==> src/hdl/sgm_pkg.sv <==
// Shared constants and types for the Scharr gradient magnitude core.
package sgm_pkg;

    localparam int MAX_WIDTH      = 1024;
    localparam int MAX_HEIGHT     = 4096;
    localparam int DIM_W          = 13;
    localparam int ROW_W          = 12;
    localparam int COL_W          = 10;
    localparam int CFG_WIDTH_W    = 11;
    localparam int CFG_HEIGHT_W   = 13;
    localparam int APB_ADDR_W     = 3;
    localparam int APB_DATA_W     = 32;
    localparam int OUT_DATA_W     = 48;

    localparam logic [CFG_WIDTH_W-1:0]  WIDTH_RESET  = 11'd640;
    localparam logic [CFG_HEIGHT_W-1:0] HEIGHT_RESET = 13'd480;

    // register index, taken from paddr[2]
    localparam logic REG_IMAGE_WIDTH  = 1'b0;
    localparam logic REG_IMAGE_HEIGHT = 1'b1;

    // metadata that travels beside a result through the pipe
    typedef struct packed {
        logic [ROW_W-1:0] row;
        logic [COL_W-1:0] col;
        logic [7:0]       grad_x;
        logic [7:0]       grad_y;
        logic             last;
        logic             sat;
    } t_sgm_side;

endpackage

==> src/hdl/sgm_isqrt.sv <==
// Pipelined floor square root of a 16-bit value, one result bit per stage.
module sgm_isqrt (
    input  logic              i_clk,
    input  logic              i_rst_n,
    input  logic              i_adv,
    input  logic              i_valid,
    input  logic [15:0]       i_value,
    input  sgm_pkg::t_sgm_side i_side,
    output logic              o_valid,
    output logic [7:0]        o_root,
    output sgm_pkg::t_sgm_side o_side
);

    localparam int Steps = 8;

    typedef struct packed {
        logic [8:0]  rem;
        logic [7:0]  root;
        logic [15:0] val;
    } t_sq_state;

    t_sq_state          r_st   [Steps];
    t_sq_state          n_st   [Steps];
    sgm_pkg::t_sgm_side r_side [Steps];
    logic [Steps-1:0]   r_vld;

    // restoring digit step: bring down two bits, try (4*root + 1)
    function automatic t_sq_state sq_step(input t_sq_state s);
        logic [10:0] t_rem;
        logic [10:0] trial;
        t_sq_state   o;
        t_rem = {s.rem, s.val[15:14]};
        trial = {1'b0, s.root, 2'b01};
        o.val = {s.val[13:0], 2'b00};
        if (t_rem >= trial) begin
            o.rem  = 9'(t_rem - trial);
            o.root = {s.root[6:0], 1'b1};
        end else begin
            o.rem  = t_rem[8:0];
            o.root = {s.root[6:0], 1'b0};
        end
        return o;
    endfunction

    always_comb begin
        n_st[0] = sq_step(t_sq_state'{rem: 9'd0, root: 8'd0, val: i_value});
        for (int i = 1; i < Steps; i++) n_st[i] = sq_step(r_st[i-1]);
    end

    always_ff @(posedge i_clk) begin
        if (!i_rst_n) begin
            r_vld <= '0;
        end else if (i_adv) begin
            r_vld <= {r_vld[Steps-2:0], i_valid};
        end
    end

    always_ff @(posedge i_clk) begin
        if (i_adv) begin
            r_side[0] <= i_side;
            for (int i = 0; i < Steps; i++) r_st[i] <= n_st[i];
            for (int i = 1; i < Steps; i++) r_side[i] <= r_side[i-1];
        end
    end

    assign o_valid = r_vld[Steps-1];
    assign o_root  = r_st[Steps-1].root;
    assign o_side  = r_side[Steps-1];

endmodule
==> config.mk <==
export PLATFORM = sky130hd
export DESIGN_NAME = sgm_isqrt
export DESIGN_NICKNAME = d
export VERILOG_FILES = /design/src/hdl/sgm_pkg.sv /design/src/hdl/sgm_isqrt.sv
export SDC_FILE = /design/constraint.sdc
export NUM_CORES = 1
export LEC_CHECK = 0
export ABC_AREA = 1
export ABC_CLOCK_PERIOD_IN_PS = 3800
export BUFFER_PORTS_ARGS = -buffer_cell sky130_fd_sc_hd__buf_4
export CAP_MARGIN = 20
export CORE_ASPECT_RATIO = 1.75
export CORE_MARGIN = 5
export CORE_UTILIZATION = 43
export CTS_CLUSTER_SIZE = 24
export DETAILED_ROUTE_END_ITERATION = 7
export PLACE_DENSITY = 0.69
export SYNTH_ARGS = -nofsm -noshare
export SYNTH_HDL_FRONTEND = slang
export SYNTH_SLANG_ARGS = --single-unit
export TNS_END_PERCENT = 1
==> constraint.sdc <==
create_clock -name i_clk -period 3.8 [get_ports i_clk]
set_input_delay 0.76 -clock i_clk [delete_from_list [all_inputs] [get_ports i_clk]]
set_output_delay 0.76 -clock i_clk [all_outputs]
set_load 0.005 [all_outputs]
==> flow_summary_export.csv <==
group,metric,value,unit
cells_and_area,post-route-util,0.492,
clocking,postCtsSetupBuffers,0,
floorplan,chipWidth,163,µm
clocking,htreeDepth,2,
run_status,status,"completed",
synthesis,yosys_warnings,0,
timing,period_share,0.537,
global_routing,grt_pass1_wl,38100,µm
global_routing,grt_overflow_total,0,
global_routing,grt_use_total,0.102,
synthesis,yosysSeqAreaShare,0.812,
critical_path,critPathArrivalTime,2.33,ns
job,cap_violations,0,
critical_path,cp-start-kind,"register",
detailed_routing,drc,0,
clocking,cts.sinks,477,
timing,fmax,490,MHz
detailed_routing,wirelength,23000,µm
critical_path,worstReg2RegEnd,"r_st[0][115]$_DFFE_PP_",
synthesis,postSynth.asyncResetShare,0,
clocking,cts_made_buffers,42,
critical_path,end_kind,"register",
power_and_ir_drop,ir_drop,0.000423,V
synthesis,ys.flop_type,"edfxtp_1",
placed_design,hpwl,15000,µm
detailed_routing,routed_via_density,4.51,
cells_and_area,drive_above_1_share,0.187,
clocking,cts_buffer_depth,3,
timing,finalClockSkew,0.00880,ns
synthesis,synthCells,1095,
cells_and_area,diodes,0,
cells_and_area,area_growth,13.9,%
floorplan,num_rows,98,
synthesis,synthesis.nets,1196,
synthesis,ys_seq_elements,477,
timing,final-hold-violation-count,0,
timing,max_slew_margin,0.618,
critical_path,worstPathMaxFanout,12,
critical_path,worstPathRequired,4.10,ns
global_routing,grt_antenna_before_repair,0,
clocking,cts_tree,"yes",
floorplan,core,40600,µm²
global_routing,grt_max_degree,114,
synthesis,avgSynthCellArea,16.0,µm²
timing,setup_viol,0,
floorplan,io_pins,109,
floorplan,die_h,277,µm
floorplan,die_area,45100,µm²
synthesis,synth_edf_count,469,
detailed_routing,postRouteAntennaNets,0,
timing,tightest_slew,0.573,ns
critical_path,startpoint,"r_st[0][84]$_DFFE_PP_",
clocking,cts_hold_buf,0,
placed_design,io_buffer_count,108,
timing,tns,0,ns
critical_path,r2r_start,"r_st[0][84]$_DFFE_PP_",
detailed_routing,first_iter_violations,373,
critical_path,critical_path_class,"register to register",
timing,rsz0062_at_grt,"no",
floorplan,initial_core_util,0.432,
critical_path,reg2regPathDepth,9,
placed_design,gp_congestion,0.840,
power_and_ir_drop,power.density,550,nW/µm²
timing,maxSlewViolCount,0,
min_path,hold_path_class,"input pin to register",
clocking,insertion_delay,0.54,ns
detailed_routing,dr.pass1.iters,7,
detailed_routing,via_count,8050,
clocking,root_buffer,"clkbuf_16",
critical_path,r2r_slack,1.76,ns
cells_and_area,nNetsFinal,1304,
clocking,ctsResizeCount,0,
power_and_ir_drop,power_leakage,7.72,nW
synthesis,synth_cell_types,37,
timing,layout_min_cycle_time,2.04,ns
clocking,cts.reportedPaths.clkPinSlew,0.06,ns
critical_path,crit_end,"r_st[0][115]$_DFFE_PP_",
global_routing,grt_pass1_vias,8104,
min_path,hold_depth,1,
synthesis,syn-cell-area,17500,µm²
detailed_routing,wl_per_cell,12.9,µm
[cell usage after synthesis, drive strengths merged, types with 2 or more instances]
cell type  number  share of area
edfxtp        469           0.80
nand2         206          0.047
inv           134          0.029
buf            50          0.022
nor2           50          0.012
ha             41          0.029
nand3          40          0.012
o21ai          30          0.010
a21oi          26         0.0091
xor2            9         0.0045
dfxtp           8         0.0091
nand4           6         0.0021
nor3            6         0.0023
xnor2           6         0.0030
or2             4         0.0014
nand3b          2        0.00086
o211ai          2        0.00086
[cell type report]
class | instances | area (µm²)
fillers | 3345 | 20600
clock inverters | 27 | 160
inverters | 135 | 507
well taps | 550 | 688
flip-flops and latches | 477 | 14200
multi-input cells | 433 | 2400
clock buffers | 50 | 1080
repair buffers | 114 | 901
[routing by layer]
layer	up-vias	wire [µm]	track usage
met5	-	0	0
met4	0	782	0.0446
met3	64	1140	0.0259
met2	178	12200	0.182
met1	3807	8880	0.116
li1	4001	-	-
[per-stage QoR]
stage | cell area [µm²] | hold WS, ns | cells | setup WS (ns) | total power [mW]
after floorplan | 17500 | 0.400 | 1095 | 2.14 | 6.96
after global placement | 18700 | 0.400 | 1709 | 1.69 | 7.23
after detailed placement | 18700 | 0.405 | 1709 | 1.67 | 7.28
after CTS | 20000 | 0.347 | 1786 | 1.76 | 11.2
after global routing | 20000 | 0.349 | 1786 | 1.62 | 11.5
final | 20000 | 0.388 | 1786 | 1.76 | 11.0
[cells by family after synthesis]
logic type / share of synthesized area
other: 0.000214
AOI/OAI and AO/OA: 0.0215
buffers and inverters: 0.0509
and+or+nand+nor: 0.0784
adders and majority gates: 0.0293
xor gates and xnor gates: 0.00749
DFF: 0.812
[cells in the final DEF, fill, tap and decap left out, types with 17 or more instances in the layout]
master / count
a21oi_1: 18
buf_4: 110
clkbuf_16: 42
edfxtp_1: 469
ha_1: 41
inv_1: 117
inv_2: 17
nand2_1: 194
nand3_1: 37
nor2_1: 44
[sequential cells by signal, indices dropped and copies added, names as in the netlist]
| signal | cells |
|---|---|
| r_side | 320 |
| r_st | 149 |
| r_vld | 8 |
[worst max-delay path, stage by stage (launching register included)]
cell and delay (ns):
edfxtp_1 0.39, ha_1 0.37, o21ai_1 0.11, nand2_1 0.10, nand2_1 0.13, nand2_2 0.09, nor2_4 0.29, inv_1 0.17
nand2_1 0.09, nand2_1 0.05
[worst min-delay path by stage]
stage	start	to	slack (ns)
2_1_floorplan	r_side[0][60]$_DFFE_PP_	r_side[0][100]$_DFFE_PP_	0.40
3_3_place_gp	r_side[0][153]$_DFFE_PP_	r_side[1][33]$_DFFE_PP_	0.40
3_5_place_dp	r_side[0][79]$_DFFE_PP_	r_side[0][119]$_DFFE_PP_	0.40
4_1_cts	i_side[17]	r_side[0][17]$_DFFE_PP_	0.35
5_1_grt	i_side[29]	r_side[0][29]$_DFFE_PP_	0.35
6_report	i_side[29]	r_side[0][29]$_DFFE_PP_	0.39
[where the power goes]
part           internal (mW)  switching (mW)
clock network           2.06            1.77
logic                  0.307           0.486
registers               6.23           0.129
total                   8.60            2.38
Power figures use the tool's default switching activity.
